[src/rtl/rpbp_pkg.sv]
// rpbp_pkg: types, constants and helper functions shared by the rgba pixel bit packer
// depends on nothing; used by every module in rtl/ except rpbp_checker

package rpbp_pkg;

    // configuration register indexes
    typedef enum logic [2:0] {
        REG_BIT_COUNT   = 3'd0,
        REG_RED_MASK    = 3'd1,
        REG_GREEN_MASK  = 3'd2,
        REG_BLUE_MASK   = 3'd3,
        REG_ALPHA_MASK  = 3'd4,
        REG_PITCH_ALIGN = 3'd5
    } reg_index_t;

    localparam int NUM_CHAN = 4;

    localparam logic [5:0]  BIT_COUNT_RESET = 6'd32;
    localparam logic [5:0]  BIT_COUNT_MAX   = 6'd32;
    localparam logic [4:0]  PITCH_RESET     = 5'd1;
    localparam logic [31:0] RED_RESET       = 32'h00FF_0000;
    localparam logic [31:0] GREEN_RESET     = 32'h0000_FF00;
    localparam logic [31:0] BLUE_RESET      = 32'h0000_00FF;
    localparam logic [31:0] ALPHA_RESET     = 32'hFF00_0000;

    // smallest positive input whose scaled value would pass full scale
    localparam logic [31:0] SAT_LEVEL = 32'd65794;
    localparam logic [7:0]  CHAN_FULL = 8'hFF;
    localparam logic [24:0] CHAN_SCALE = 25'd255;

    localparam int QUEUE_DEPTH = 4;
    localparam int QPTR_W      = $clog2(QUEUE_DEPTH);
    localparam int QCNT_W      = $clog2(QUEUE_DEPTH + 1);

    // decoded channel mask: the contiguous run and the index of its top bit
    typedef struct packed {
        logic [31:0] run;
        logic [4:0]  top;
    } mask_info_t;

    typedef struct packed {
        logic [5:0]                      bit_count;
        mask_info_t [NUM_CHAN-1:0]       info;
    } cfg_t;

    typedef struct packed {
        logic [31:0] word;
        logic        row_end;
    } qentry_t;

    // run of ones that starts at the lowest set bit
    function automatic logic [31:0] mask_run(input logic [31:0] m);
        logic [31:0] lowbit;
        logic [32:0] sum;
        begin
            lowbit = m & (~m + 32'd1);
            sum    = {1'b0, m} + {1'b0, lowbit};
            return m & ~sum[31:0];
        end
    endfunction

    // index of the top bit of a run, zero for an empty run
    function automatic logic [4:0] run_top(input logic [31:0] run);
        logic [31:0] hi;
        logic [4:0]  idx;
        begin
            hi  = run & ~(run >> 1);
            idx = 5'd0;
            for (int i = 0; i < 32; i++)
            begin
                if (hi[i])
                    idx = idx | 5'(i);
            end
            return idx;
        end
    endfunction

    // s15.16 times 255, truncated, clamped to 0..255
    function automatic logic [7:0] to_u8(input logic [31:0] v);
        logic [24:0] prod;
        begin
            prod = {8'd0, v[16:0]} * CHAN_SCALE;
            if (v[31] || v == 32'd0)
                return 8'd0;
            else if (v >= SAT_LEVEL)
                return CHAN_FULL;
            else
                return prod[23:16];
        end
    endfunction

    // widen or narrow to the run length and put it under the run
    function automatic logic [31:0] place_chan(input logic [7:0] c, input mask_info_t info);
        logic [31:0] pat;
        begin
            pat = {c, c, c, c};
            return (pat >> (5'd31 - info.top)) & info.run;
        end
    endfunction

endpackage

[src/rtl/rgba_pixel_bit_packer.sv]
// rgba_pixel_bit_packer: top level, packs rgba fixed point pixels into a masked byte stream
// depends on rpbp_pkg, rpbp_cfg, rpbp_front, rpbp_queue, rpbp_back
//
// channel   direction  handshake            payload
// in        to block   in_valid / in_stall    red, green, blue, alpha, row_end
// out       from block out_valid / out_stall  data_byte, last_byte
// cfg       to block   cfg_valid / cfg_ready  cfg_index, cfg_data
//
// a pixel makes as many bytes as its bits complete, plus a flush byte and zero pad
// bytes at a row end; the byte sequencer sends one byte a cycle while the output is
// not stalled, and at a row end the flush and pad bytes follow the pixel's data bytes
// the front registers scale, then place, ahead of a 4-entry queue
// reset is asynchronous and clears the bit buffer, fill count and row phase; no sweep
// out_stall holds the output register and backs up through the queue into in_stall

module rgba_pixel_bit_packer #(
    parameter int MAX_ALIGNMENT = 16
) (
    input  logic        clk,
    input  logic        rst_n,
    input  logic        in_valid,
    output logic        in_stall,
    input  logic [31:0] red,
    input  logic [31:0] green,
    input  logic [31:0] blue,
    input  logic [31:0] alpha,
    input  logic        row_end,
    output logic        out_valid,
    input  logic        out_stall,
    output logic [7:0]  data_byte,
    output logic        last_byte,
    input  logic        cfg_valid,
    output logic        cfg_ready,
    input  logic [2:0]  cfg_index,
    input  logic [31:0] cfg_data
);

    rpbp_pkg::cfg_t                      cfg;
    logic [4:0]                          pitch_alignment;
    logic                                in_accept;
    logic                                push;
    rpbp_pkg::qentry_t                   push_entry;
    logic [1:0]                          inflight;
    logic                                pop;
    logic                                head_valid;
    rpbp_pkg::qentry_t                   head;
    logic [rpbp_pkg::QCNT_W-1:0]         q_count;
    logic [rpbp_pkg::QCNT_W:0]           occupancy;

    // credit check: queue entries plus pixels still in the front never exceed the queue
    assign occupancy = (rpbp_pkg::QCNT_W+1)'(q_count) + (rpbp_pkg::QCNT_W+1)'(inflight);
    assign in_stall  = (occupancy >= (rpbp_pkg::QCNT_W+1)'(rpbp_pkg::QUEUE_DEPTH));
    assign in_accept = in_valid && !in_stall;

    // configuration registers, mask runs decoded as they are written
    rpbp_cfg u_cfg (
        .clk             (clk),
        .rst_n           (rst_n),
        .cfg_valid       (cfg_valid),
        .cfg_ready       (cfg_ready),
        .cfg_index       (cfg_index),
        .cfg_data        (cfg_data),
        .cfg             (cfg),
        .pitch_alignment (pitch_alignment)
    );

    // front: channel scaling and placement into one pixel word
    rpbp_front u_front (
        .clk        (clk),
        .rst_n      (rst_n),
        .accept     (in_accept),
        .red        (red),
        .green      (green),
        .blue       (blue),
        .alpha      (alpha),
        .row_end    (row_end),
        .cfg        (cfg),
        .push       (push),
        .push_entry (push_entry),
        .inflight   (inflight)
    );

    // decoupling queue of pixel words
    rpbp_queue u_queue (
        .clk        (clk),
        .rst_n      (rst_n),
        .push       (push),
        .push_entry (push_entry),
        .pop        (pop),
        .head_valid (head_valid),
        .head       (head),
        .count      (q_count)
    );

    // back: bit buffer, byte emission, flush and row padding
    rpbp_back #(
        .MAX_ALIGNMENT (MAX_ALIGNMENT)
    ) u_back (
        .clk             (clk),
        .rst_n           (rst_n),
        .head_valid      (head_valid),
        .head            (head),
        .pop             (pop),
        .cfg             (cfg),
        .pitch_alignment (pitch_alignment),
        .out_valid       (out_valid),
        .out_stall       (out_stall),
        .data_byte       (data_byte),
        .last_byte       (last_byte)
    );

endmodule

[src/rtl/rpbp_cfg.sv]
// rpbp_cfg: configuration registers with mask decode on write
// depends on rpbp_pkg

module rpbp_cfg (
    input  logic                 clk,
    input  logic                 rst_n,
    input  logic                 cfg_valid,
    output logic                 cfg_ready,
    input  logic [2:0]           cfg_index,
    input  logic [31:0]          cfg_data,
    output rpbp_pkg::cfg_t       cfg,
    output logic [4:0]           pitch_alignment
);

    logic [5:0]  bit_count_reg;
    logic [4:0]  pitch_reg;
    logic [31:0] run_reg [rpbp_pkg::NUM_CHAN];
    logic [4:0]  top_reg [rpbp_pkg::NUM_CHAN];
    logic [31:0] run_wr;
    logic        wr_en;

    assign cfg_ready = 1'b1;
    assign wr_en     = cfg_valid && cfg_ready;
    assign run_wr    = rpbp_pkg::mask_run(cfg_data);

    always_ff @(posedge clk or negedge rst_n)
    begin
        if (!rst_n)
        begin
            bit_count_reg <= rpbp_pkg::BIT_COUNT_RESET;
            pitch_reg     <= rpbp_pkg::PITCH_RESET;
            run_reg[0]    <= rpbp_pkg::RED_RESET;
            run_reg[1]    <= rpbp_pkg::GREEN_RESET;
            run_reg[2]    <= rpbp_pkg::BLUE_RESET;
            run_reg[3]    <= rpbp_pkg::ALPHA_RESET;
            top_reg[0]    <= rpbp_pkg::run_top(rpbp_pkg::RED_RESET);
            top_reg[1]    <= rpbp_pkg::run_top(rpbp_pkg::GREEN_RESET);
            top_reg[2]    <= rpbp_pkg::run_top(rpbp_pkg::BLUE_RESET);
            top_reg[3]    <= rpbp_pkg::run_top(rpbp_pkg::ALPHA_RESET);
        end
        else if (wr_en)
        begin
            unique case (rpbp_pkg::reg_index_t'(cfg_index))
                rpbp_pkg::REG_BIT_COUNT:
                begin
                    bit_count_reg <= cfg_data[5:0];
                end
                rpbp_pkg::REG_RED_MASK:
                begin
                    run_reg[0] <= run_wr;
                    top_reg[0] <= rpbp_pkg::run_top(run_wr);
                end
                rpbp_pkg::REG_GREEN_MASK:
                begin
                    run_reg[1] <= run_wr;
                    top_reg[1] <= rpbp_pkg::run_top(run_wr);
                end
                rpbp_pkg::REG_BLUE_MASK:
                begin
                    run_reg[2] <= run_wr;
                    top_reg[2] <= rpbp_pkg::run_top(run_wr);
                end
                rpbp_pkg::REG_ALPHA_MASK:
                begin
                    run_reg[3] <= run_wr;
                    top_reg[3] <= rpbp_pkg::run_top(run_wr);
                end
                rpbp_pkg::REG_PITCH_ALIGN:
                begin
                    pitch_reg <= cfg_data[4:0];
                end
                default:
                begin
                end
            endcase
        end
    end

    always_comb
    begin
        cfg.bit_count = (bit_count_reg > rpbp_pkg::BIT_COUNT_MAX) ?
                        rpbp_pkg::BIT_COUNT_MAX : bit_count_reg;
        for (int i = 0; i < rpbp_pkg::NUM_CHAN; i++)
        begin
            cfg.info[i].run = run_reg[i];
            cfg.info[i].top = top_reg[i];
        end
    end

    assign pitch_alignment = pitch_reg;

endmodule

[src/rtl/rpbp_front.sv]
// rpbp_front: two-stage pixel converter, channel scaling then placement into the pixel word
// depends on rpbp_pkg

module rpbp_front (
    input  logic                 clk,
    input  logic                 rst_n,
    input  logic                 accept,
    input  logic [31:0]          red,
    input  logic [31:0]          green,
    input  logic [31:0]          blue,
    input  logic [31:0]          alpha,
    input  logic                 row_end,
    input  rpbp_pkg::cfg_t       cfg,
    output logic                 push,
    output rpbp_pkg::qentry_t    push_entry,
    output logic [1:0]           inflight
);

    logic        s1_valid_reg;
    logic [7:0]  s1_chan_reg [rpbp_pkg::NUM_CHAN];
    logic        s1_row_end_reg;
    logic        s2_valid_reg;
    logic [31:0] s2_word_reg;
    logic        s2_row_end_reg;
    logic [31:0] word_next;
    logic [32:0] keep_mask;

    always_ff @(posedge clk or negedge rst_n)
    begin
        if (!rst_n)
        begin
            s1_valid_reg <= 1'b0;
            s2_valid_reg <= 1'b0;
        end
        else
        begin
            s1_valid_reg <= accept;
            s2_valid_reg <= s1_valid_reg;
        end
    end

    // stage 1: scale each channel to 8 bits
    always_ff @(posedge clk)
    begin
        if (accept)
        begin
            s1_chan_reg[0] <= rpbp_pkg::to_u8(red);
            s1_chan_reg[1] <= rpbp_pkg::to_u8(green);
            s1_chan_reg[2] <= rpbp_pkg::to_u8(blue);
            s1_chan_reg[3] <= rpbp_pkg::to_u8(alpha);
            s1_row_end_reg <= row_end;
        end
    end

    // stage 2: place under masks, merge, cut to bit_count
    always_comb
    begin
        keep_mask = (33'd1 << cfg.bit_count) - 33'd1;
        word_next = 32'd0;
        for (int i = 0; i < rpbp_pkg::NUM_CHAN; i++)
        begin
            word_next = word_next | rpbp_pkg::place_chan(s1_chan_reg[i], cfg.info[i]);
        end
        word_next = word_next & keep_mask[31:0];
    end

    always_ff @(posedge clk)
    begin
        if (s1_valid_reg)
        begin
            s2_word_reg    <= word_next;
            s2_row_end_reg <= s1_row_end_reg;
        end
    end

    assign push               = s2_valid_reg;
    assign push_entry.word    = s2_word_reg;
    assign push_entry.row_end = s2_row_end_reg;
    assign inflight           = {1'b0, s1_valid_reg} + {1'b0, s2_valid_reg};

endmodule

[src/rtl/rpbp_queue.sv]
// rpbp_queue: short register queue between pixel converter and byte sequencer
// depends on rpbp_pkg

module rpbp_queue (
    input  logic                          clk,
    input  logic                          rst_n,
    input  logic                          push,
    input  rpbp_pkg::qentry_t             push_entry,
    input  logic                          pop,
    output logic                          head_valid,
    output rpbp_pkg::qentry_t             head,
    output logic [rpbp_pkg::QCNT_W-1:0]   count
);

    rpbp_pkg::qentry_t                entry_reg [rpbp_pkg::QUEUE_DEPTH];
    logic [rpbp_pkg::QPTR_W-1:0]      wr_ptr_reg;
    logic [rpbp_pkg::QPTR_W-1:0]      rd_ptr_reg;
    logic [rpbp_pkg::QCNT_W-1:0]      count_reg;
    logic                             do_pop;

    assign do_pop = pop && (count_reg != '0);

    always_ff @(posedge clk or negedge rst_n)
    begin
        if (!rst_n)
        begin
            wr_ptr_reg <= '0;
            rd_ptr_reg <= '0;
            count_reg  <= '0;
        end
        else
        begin
            if (push)
                wr_ptr_reg <= wr_ptr_reg + 1'b1;
            if (do_pop)
                rd_ptr_reg <= rd_ptr_reg + 1'b1;
            if (push && !do_pop)
                count_reg <= count_reg + 1'b1;
            else if (!push && do_pop)
                count_reg <= count_reg - 1'b1;
        end
    end

    always_ff @(posedge clk)
    begin
        if (push)
            entry_reg[wr_ptr_reg] <= push_entry;
    end

    assign head_valid = (count_reg != '0);
    assign head       = entry_reg[rd_ptr_reg];
    assign count      = count_reg;

endmodule

[src/rtl/rpbp_back.sv]
// rpbp_back: bit buffer, byte sequencer (data, flush, row padding) and output register
// depends on rpbp_pkg

module rpbp_back #(
    parameter int MAX_ALIGNMENT = 16
) (
    input  logic                 clk,
    input  logic                 rst_n,
    input  logic                 head_valid,
    input  rpbp_pkg::qentry_t    head,
    output logic                 pop,
    input  rpbp_pkg::cfg_t       cfg,
    input  logic [4:0]           pitch_alignment,
    output logic                 out_valid,
    input  logic                 out_stall,
    output logic [7:0]           data_byte,
    output logic                 last_byte
);

    localparam int PW = (MAX_ALIGNMENT > 1) ? $clog2(MAX_ALIGNMENT) : 1;
    localparam int AW = ($clog2(MAX_ALIGNMENT + 1) > 5) ? $clog2(MAX_ALIGNMENT + 1) : 5;
    localparam logic [AW-1:0] ALIGN_MAX = AW'(MAX_ALIGNMENT);

    logic            busy_reg,    busy_next;
    logic [31:0]     data_reg,    data_next;
    logic [2:0]      left_reg,    left_next;
    logic            row_end_reg, row_end_next;
    logic [7:0]      bits_reg,    bits_next;
    logic [2:0]      fill_reg,    fill_next;
    logic [PW-1:0]   phase_reg,   phase_next;
    logic            out_valid_reg;
    logic [7:0]      out_data_reg;
    logic            out_last_reg;

    logic [AW-1:0]   align;
    logic            out_free;
    logic            emit;
    logic            emit_last;
    logic [7:0]      emit_data;
    logic [31:0]     data_e;
    logic [2:0]      left_e;
    logic [7:0]      bits_e;
    logic [2:0]      fill_e;
    logic [PW-1:0]   phase_e;
    logic            busy_e;
    logic [39:0]     acc;
    logic [39:0]     acc_rest;
    logic [5:0]      total;
    logic [2:0]      nbytes;
    logic [2:0]      fill_l;
    logic            more_l;

    // another pad byte is owed while the phase is inside the alignment
    function automatic logic pad_due(input logic [PW-1:0] ph, input logic [AW-1:0] al);
        logic [AW-1:0] ph_x;
        begin
            ph_x = AW'(ph);
            return (ph_x != '0) && (ph_x < al);
        end
    endfunction

    function automatic logic [PW-1:0] phase_step(input logic [PW-1:0] ph,
                                                 input logic [AW-1:0] al);
        logic [AW:0] p1;
        begin
            p1 = (AW+1)'(ph) + 1'b1;
            return (p1 >= {1'b0, al}) ? '0 : p1[PW-1:0];
        end
    endfunction

    always_comb
    begin
        if (AW'(pitch_alignment) == '0)
            align = AW'(1);
        else if (AW'(pitch_alignment) > ALIGN_MAX)
            align = ALIGN_MAX;
        else
            align = AW'(pitch_alignment);
    end

    assign out_free = !out_valid_reg || !out_stall;

    always_comb
    begin
        emit      = 1'b0;
        emit_last = 1'b0;
        emit_data = 8'd0;
        data_e    = data_reg;
        left_e    = left_reg;
        bits_e    = bits_reg;
        fill_e    = fill_reg;
        phase_e   = phase_reg;
        busy_e    = busy_reg;

        // one byte a cycle while the output is free: data bytes, then at a row end the partial byte and zero padding
        if (busy_reg && out_free)
        begin
            if (left_reg != 3'd0)
            begin
                emit      = 1'b1;
                emit_data = data_reg[7:0];
                data_e    = {8'd0, data_reg[31:8]};
                left_e    = left_reg - 3'd1;
            end
            else if (row_end_reg && fill_reg != 3'd0)
            begin
                emit      = 1'b1;
                emit_data = bits_reg;
                bits_e    = 8'd0;
                fill_e    = 3'd0;
            end
            else if (row_end_reg && pad_due(phase_reg, align))
            begin
                emit      = 1'b1;
                emit_data = 8'd0;
            end
        end

        if (emit)
        begin
            phase_e   = phase_step(phase_reg, align);
            emit_last = !((left_e != 3'd0) ||
                          (row_end_reg && ((fill_e != 3'd0) || pad_due(phase_e, align))));
            if (emit_last)
            begin
                busy_e = 1'b0;
                if (row_end_reg)
                    phase_e = '0;
            end
        end

        pop = head_valid && !busy_e;

        // load the next pixel word on top of the post-emit buffer
        acc      = ({32'd0, bits_e} << cfg.bit_count) | {8'd0, head.word};
        total    = {3'd0, fill_e} + cfg.bit_count;
        nbytes   = total[5:3];
        fill_l   = total[2:0];
        acc_rest = acc >> {nbytes, 3'b000};
        more_l   = (nbytes != 3'd0) ||
                   (head.row_end && ((fill_l != 3'd0) || pad_due(phase_e, align)));

        busy_next    = busy_e;
        data_next    = data_e;
        left_next    = left_e;
        row_end_next = row_end_reg;
        bits_next    = bits_e;
        fill_next    = fill_e;
        phase_next   = phase_e;

        if (pop)
        begin
            busy_next    = more_l;
            data_next    = acc[31:0];
            left_next    = nbytes;
            row_end_next = head.row_end;
            bits_next    = acc_rest[7:0];
            fill_next    = fill_l;
            if (!more_l && head.row_end)
                phase_next = '0;
        end
    end

    always_ff @(posedge clk or negedge rst_n)
    begin
        if (!rst_n)
        begin
            busy_reg      <= 1'b0;
            left_reg      <= 3'd0;
            row_end_reg   <= 1'b0;
            bits_reg      <= 8'd0;
            fill_reg      <= 3'd0;
            phase_reg     <= '0;
            out_valid_reg <= 1'b0;
        end
        else
        begin
            busy_reg    <= busy_next;
            left_reg    <= left_next;
            row_end_reg <= row_end_next;
            bits_reg    <= bits_next;
            fill_reg    <= fill_next;
            phase_reg   <= phase_next;
            if (out_free)
                out_valid_reg <= emit;
        end
    end

    always_ff @(posedge clk)
    begin
        data_reg <= data_next;
        if (emit)
        begin
            out_data_reg <= emit_data;
            out_last_reg <= emit_last;
        end
    end

    assign out_valid = out_valid_reg;
    assign data_byte = out_data_reg;
    assign last_byte = out_last_reg;

endmodule

[config.mk]
export PLATFORM = sky130hd
export DESIGN_NAME = rgba_pixel_bit_packer
export DESIGN_NICKNAME = d
export VERILOG_FILES = /design/src/rtl/rpbp_pkg.sv /design/src/rtl/rgba_pixel_bit_packer.sv /design/src/rtl/rpbp_cfg.sv /design/src/rtl/rpbp_front.sv /design/src/rtl/rpbp_queue.sv /design/src/rtl/rpbp_back.sv
export SDC_FILE = /design/constraint.sdc
export NUM_CORES = 2
export LEC_CHECK = 0
export BUFFER_PORTS_ARGS = -buffer_cell sky130_fd_sc_hd__buf_2
export CAP_MARGIN = 25
export CORE_MARGIN = 3
export CORE_UTILIZATION = 40
export DETAILED_ROUTE_END_ITERATION = 12
export GPL_ROUTABILITY_DRIVEN = 0
export RECOVER_POWER = 100
export SLEW_MARGIN = 20
export SYNTH_ARGS = -nofsm -noshare
export SYNTH_HDL_FRONTEND = slang
export SYNTH_SLANG_ARGS = --single-unit
[constraint.sdc]
create_clock -name clk -period 16.03 [get_ports clk]
set_clock_uncertainty 0.05 [all_clocks]
set_input_delay 3.206 -clock clk [delete_from_list [all_inputs] [get_ports clk]]
set_output_delay 3.206 -clock clk [all_outputs]
set_load 0.02 [all_outputs]
== Word level (Yosys, flattened, before mapping) ==
Memory sizes are Yosys's and may differ from the RTL's.
Index checks and enable logic that the tools add are counted.

* $add $sub $neg: 16
* Multipliers: 4
* Shift-type cells: 7
* Equality and inequality tests: 11
* Reductions and logical operators: 57
* Bitwise gates (word level): 15
* Div/mod/pow operators: 0
* Mux-type cells: 485
* Order comparisons: 11

{| class="wikitable"
|+ Operator list
! operator !! number
|-
| $mux 5 || 333
|-
| $mux 32 || 12
|-
| $mux 8 || 35
|-
| $and 32x32->32 || 8
|-
| $mux 4 || 42
|-
| $ge 32x17->1 const B || 4
|-
| $logic_not 32->1 || 4
|-
| $shr 32x5->32 || 4
|-
| $mul 17x8->24 const B || 4
|-
| $or 32x32->32 || 3
|-
| $mux 3 || 30
|-
| $not 32->32 || 2
|-
| $or 40x32->40 || 1
|-
| $shl 8x6->40 || 1
|-
| $shr 40x6->8 || 1
|-
| $add 32x1->32 const B || 1
|-
| $add 32x32->32 || 1
|-
| $not 31->32 || 1
|-
| $shl 1x6->32 const A || 1
|-
| $sub 32x1->32 const B || 1
|-
| $mux 1 || 22
|-
| $reduce_bool 3->1 || 7
|-
| $sub 5x5->5 const A || 4
|-
| $mux 6 || 3
|-
| 25 further kinds || 81
|}

* Bits of input ports: 169
* Bits in read-only memories: 0
* Bits in latches: 0
* Register bits: 264
* Bits in writable memories: 164
* Memories kept: 2
* Word-level logic and storage cells: 636

{| class="wikitable"
|+ Memory list
! name !! depth !! bits a word !! read ports !! clocked after memory_dff !! wr ports !! line !! text
|-
| u_queue.entry_reg || 4 || 33 || 1 || 0 || 1 || rpbp_queue.sv:15 || <nowiki>rpbp_pkg::qentry_t entry_reg [rpbp_pkg::QUEUE_DEPTH];</nowiki>
|-
| u_front.s1_chan_reg || 4 || 8 || 4 || 0 || 4 || rpbp_front.sv:20 || <nowiki>logic [7:0] s1_chan_reg [rpbp_pkg::NUM_CHAN];</nowiki>
|}

== Depth between registers and ports, before layout ==
* Depth after elaboration: 103
* Gate-level depth with buffers: 25
* Mapped depth without buffers: 25

== Hierarchy ==
Synthesis repeated with hierarchy kept, for this count alone.

* Cell total of the unflattened synthesis: 3702
* Area total of the unflattened synthesis: 37021.8 um^2

{| class="wikitable"
|+ By module, submodules not included
! module !! cells an instance !! seq. area each (um^2) !! instances !! area an instance (um^2)
|-
| rpbp_front || 2170 || 2031.9 || 1 || 19557.5
|-
| rpbp_cfg || 819 || 4041.4 || 1 || 7619.8
|-
| rpbp_queue || 206 || 4139.0 || 1 || 5202.5
|-
| rpbp_back || 502 || 1756.7 || 1 || 4608.2
|-
| rgba_pixel_bit_packer || 5 || 0.0 || 1 || 33.8
|}

== Worst setup path before layout ==
Ideal clock, no wire load.

* Path kind: input -> register
* From: input port green[3]
* To: memory u_front.s1_chan_reg[1][7] (data pin)
* Arrival time: 7.458 ns
* Slack: 8.263 ns
* Stages on the path: 16
* Data required time: 15.721 ns
* Library setup time: 0.259 ns
* Cell sequence: fa_1 -> inv_1 -> fa_1 -> inv_1 -> fa_1 -> fa_1 -> ha_1 -> or4_1 -> a211oi_1 -> o311a_1 -> nor3_1 -> o21a_1 -> o21a_1 -> o21ai_0 -> a21oi_1 -> o31a_1

{| class="wikitable"
|+ RTL lines
! what !! line !! text
|-
| from (decl) || rgba_pixel_bit_packer.sv:24 || <nowiki>input logic [31:0] green,</nowiki>
|-
| to (decl) || rpbp_front.sv:20 ||
|}

== Worst setup path after layout ==
* From: input port out_stall
* To: register u_back.data_reg[29], enable pin

* Cells in the longest elaborated chain, start to end: 15
* Elaborated cells between the ends (all ways): 19
* Those cells by class: mux (6); reduce/logical (13)

{| class="wikitable"
|+ RTL lines
! what !! line !! text
|-
| from (decl) || rgba_pixel_bit_packer.sv:29 || <nowiki>input logic out_stall,</nowiki>
|-
| $logic_not 1->1 (*) || rpbp_back.sv:81 || <nowiki>assign out_free = !out_valid_reg || !out_stall;</nowiki>
|-
| $logic_or 1x1->1 (*) || rpbp_back.sv:81 ||
|-
| $logic_and 1x1->1 (*) || rpbp_back.sv:96 || <nowiki>if (busy_reg && out_free)</nowiki>
|-
| $mux 3 || rpbp_back.sv:96 ||
|-
| $reduce_bool 3->1 || rpbp_back.sv:123 || <nowiki>(row_end_reg && ((fill_e != 3'd0) || pad_due(phase_e, align))));</nowiki>
|-
| $logic_or 1x1->1 || rpbp_back.sv:123 ||
|-
| $logic_and 1x1->1 || rpbp_back.sv:123 ||
|-
| $logic_or 1x1->1 || rpbp_back.sv:122 || <nowiki>emit_last = !((left_e != 3'd0) ||</nowiki>
|-
| $mux 1 || rpbp_back.sv:124 || <nowiki>if (emit_last)</nowiki>
|-
| $mux 1 (2 in series) || rpbp_back.sv:119 || <nowiki>if (emit)</nowiki>
|-
| $logic_not 1->1 || rpbp_back.sv:132 || <nowiki>pop = head_valid && !busy_e;</nowiki>
|-
| $logic_and 1x1->1 || rpbp_back.sv:132 ||
|-
| $reduce_bool 2->1 (no line) || - ||
|-
| $reduce_and 2->1 (no line) (*) || - ||
|-
| to (signal assigned) || rpbp_back.sv:191 || <nowiki>data_reg <= data_next;</nowiki>
|-
| to (decl) || rpbp_back.sv:25 || <nowiki>logic [31:0] data_reg, data_next;</nowiki>
|}

Mark *: on every way between the ends. The rest lies on a longest branch, timed or not. The select of a mux whose other input is x is not followed.
A chain may end at the register's enable or synchronous reset.

==> flow_summary.toml <==
[outcome]
status = "complete, but fails checks"
violations = "capacitance limit, slew limit"

[place]
portBuffers = 179
dp_cells = 4547
dpl_cell_area_um2 = 36300
dpl.hpwl_um = 70700

[synth]
synth_edf_count = 239
synth_top_family_by_area = "adder cells"
synth-seq-area-share_pct = 34.9
syn_area_um2 = 34300
ys_warn_count = 0
synthesis.nets = 4046
synth_top_area_share_pct = 20.9
synth_simple_gate_area_share_pct = 12.0
syn_area_per_cell_um2 = 10.3
synth_cell_type_count = 90
synth_compound_area_share_pct = 13.3
synth_top_area_cell = "edfxtp_1"
synth_fa_ha_area_share_pct = 26.2
synth.area.top_cells = "edfxtp_1, fa_1, dfrtp_1"
synthMuxAreaShare_pct = 6.27
synthCells = 3339
yosys_register_bits = 428
async_flop_share_pct = 44.2
synthFlopType = "edfxtp_1"
synth_xor_area_share_pct = 1.48

[layout]
drive_gt1_share_pct = 11.7
fillers = 8058
largest_reg_flops = 148
final_common_cell = "nand2_1"
instances_no_fill = 4634
mostFrequentLayoutCells = "nand2_1, inv_1, fa_1"
fin_nets = 4168
fin_area_um2 = 37600
finalCoreUtilization_pct = 44.7
area_growth_pct = 9.84

[grt]
grt_pass1_wl_um = 146000
grt_pass1_vias = 25300
grt_max_degree = 78
track_usage_pct = 20.6
antenna_found_initial = 5
grt-ovfl-total = 0

[floorplanning]
design.core.area_um2 = 84200
die_area_um2 = 89200
start_util_pct = 40.7
ios = 181
core.rowCount = 106
die_w_um = 299
die_h_um = 299

[timing]
finalCritPeriodShare_pct = 59.8
period_minus_slack_ns = 9.58
rsz0062_at_grt = "false"
setup_viol_count_final = 0
slew_headroom_pct = -195
max_freq_mhz = 104
tns_ns = 0
worst_slew_pin_slew_ns = 4.43
hold_viol_final = 0
maxSlewViolCount = 766

[setup_path]
r2r_cells = 19
reg2reg_to = "u_back.data_reg[29]$_SDFFCE_PN0P_"
crit_type = "in2reg"
cp.arrival_ns = 9.68
end_kind = "register"
start_kind = "input port"
cp.required_ns = 16.12
cp_max_fo = 60
r2r_setup_slack_ns = 7.45
r2r-start = "u_back.phase_reg[0]$_DFF_PN0_"

[route]
ant_nets = 0
wl_per_cell_um = 19.7
firstDrtPassIters = 5
vias = 25000
viasPerCell = 5.39
route.detailed.drc = 0
drt-initial-drc-count = 2031
routed_wl_um = 91400

[min_path]
min_path_cells = 0
hold_path_class = "reg2reg"
worstHoldStart = "u_front.s1_row_end_reg$_DFFE_PP_"
worstHoldEndpoint = "u_front.s2_row_end_reg$_DFFE_PP_"

[clock_network]
worstSkewPairLatency_ns = 0.57
cts_tree = "built"
clockBufferDepth = 3
root_buffer = "clkbuf_16"
numCtsBuffers = 45
hold_buffers = 0
cts.sinks = 428
cts_setup_buffers = 0
cts_resized = 0
cts-htree-levels = 2
cts.clk_slew.worst_paths_ns = 0.06

[power]
peakVddDrop_mv = 0.0784
power_mw = 5.62
p_per_area_nw_per_um2 = 149
leakagePower_nw = 15.7

[job]
cap_violations = 16
[cell type report]
class	instances	area [um^2]	area share [%]
diodes	2	5.00	0.0133
clock buffers	57	1240	3.30
clock inverters	27	200	0.532
inverters	390	1460	3.89
multi-input cells	2384	20300	53.9
flip-flops and latches	428	12000	31.8
well taps	1134	1420	3.77
repair buffers	212	1050	2.78
[kinds of logic (layout without fill, tap and decap cells)]
logic type	Yosys count	after routing
and+or+nand+nor	893	893
AOI/OAI and AO/OA	733	733
adders and majority gates	538	538
buffers and inverters	527	686
DFF	428	428
muxes	161	161
xor gates and xnor gates	58	58
other	1	3
[cell usage after synthesis, drive strengths merged (17+ instances only)]
| cell | instances |
|---|---|
| nand2 | 417 |
| inv | 389 |
| a21o | 22 |
| nor2b | 20 |
| nand2b | 26 |
| o22ai | 17 |
| mux2 | 58 |
| o21a | 47 |
| dfstp | 50 |
| xnor2 | 32 |
| a31oi | 24 |
| nor4 | 26 |
| clkbuf | 115 |
| mux2i | 66 |
| edfxtp | 239 |
| nand4 | 28 |
| fa | 298 |
| xor2 | 26 |
| dfrtp | 139 |
| nor3 | 40 |
| a21oi | 132 |
| ha | 240 |
| nand3 | 86 |
| a22oi | 31 |
| buf | 22 |
| o21ai | 300 |
| mux4 | 37 |
| nor2 | 155 |
| and2 | 26 |
| a22o | 20 |
[layer usage]
| layer | GRT usage (%) | up-vias | wire [um] |
|---|---|---|---|
| li1 | - | 11900 | - |
| met1 | 29.2 | 12300 | 40800 |
| met2 | 33.6 | 709 | 42900 |
| met3 | 2.90 | 123 | 5380 |
| met4 | 4.64 | 6 | 2200 |
| met5 | 0 | - | 41 |
[per-stage QoR]
stage	hold WS, ns	worst slack [ns]
final	0.374	6.45
after detailed placement	0.362	7.62
after global routing	0.392	5.53
after global placement	0.364	7.76
after floorplan	0.350	8.26
after CTS	0.377	8.21
[worst max-delay path by stage]
| stage | startpoint | end | slack, ns | cells past startpoint |
|---|---|---|---|---|
| floorplan | green[3] | u_front.s1_chan_reg[1][7]$_SDFFCE_PP0P_ | 8.26 | 16 |
| global placement | green[3] | u_front.s1_chan_reg[1][7]$_SDFFCE_PP0P_ | 7.76 | 17 |
| detailed placement | green[3] | u_front.s1_chan_reg[1][7]$_SDFFCE_PP0P_ | 7.62 | 17 |
| CTS | green[3] | u_front.s1_chan_reg[1][7]$_SDFFCE_PP0P_ | 8.21 | 17 |
| global route | rst_n | u_back.bits_reg[5]$_DFF_PN0_ | 5.53 | 3 |
| finish | out_stall | u_back.data_reg[29]$_SDFFCE_PN0P_ | 6.45 | 12 |
[where the power goes]
part / total, mW / internal (mW) / switching, mW
Clock: 1.03 / 0.583 / 0.447
Sequential: 1.64 / 1.47 / 0.165
Combinational: 2.95 / 1.23 / 1.72
Total: 5.62 / 3.29 / 2.33
[worst max-delay path, cell delays in order]
cell and delay [ns]:
clkbuf_1 0.09, a21bo_1 0.23, nor2_1 0.77, a31oi_1 0.10
o21a_1 0.22, a2111oi_0 0.67, o21a_2 0.20, clkbuf_1 1.72
inv_1 0.19, clkbuf_1 0.62, o21ai_0 0.24, clkbuf_1 1.35
No activity file was read; power rests on OpenSTA's default activity.
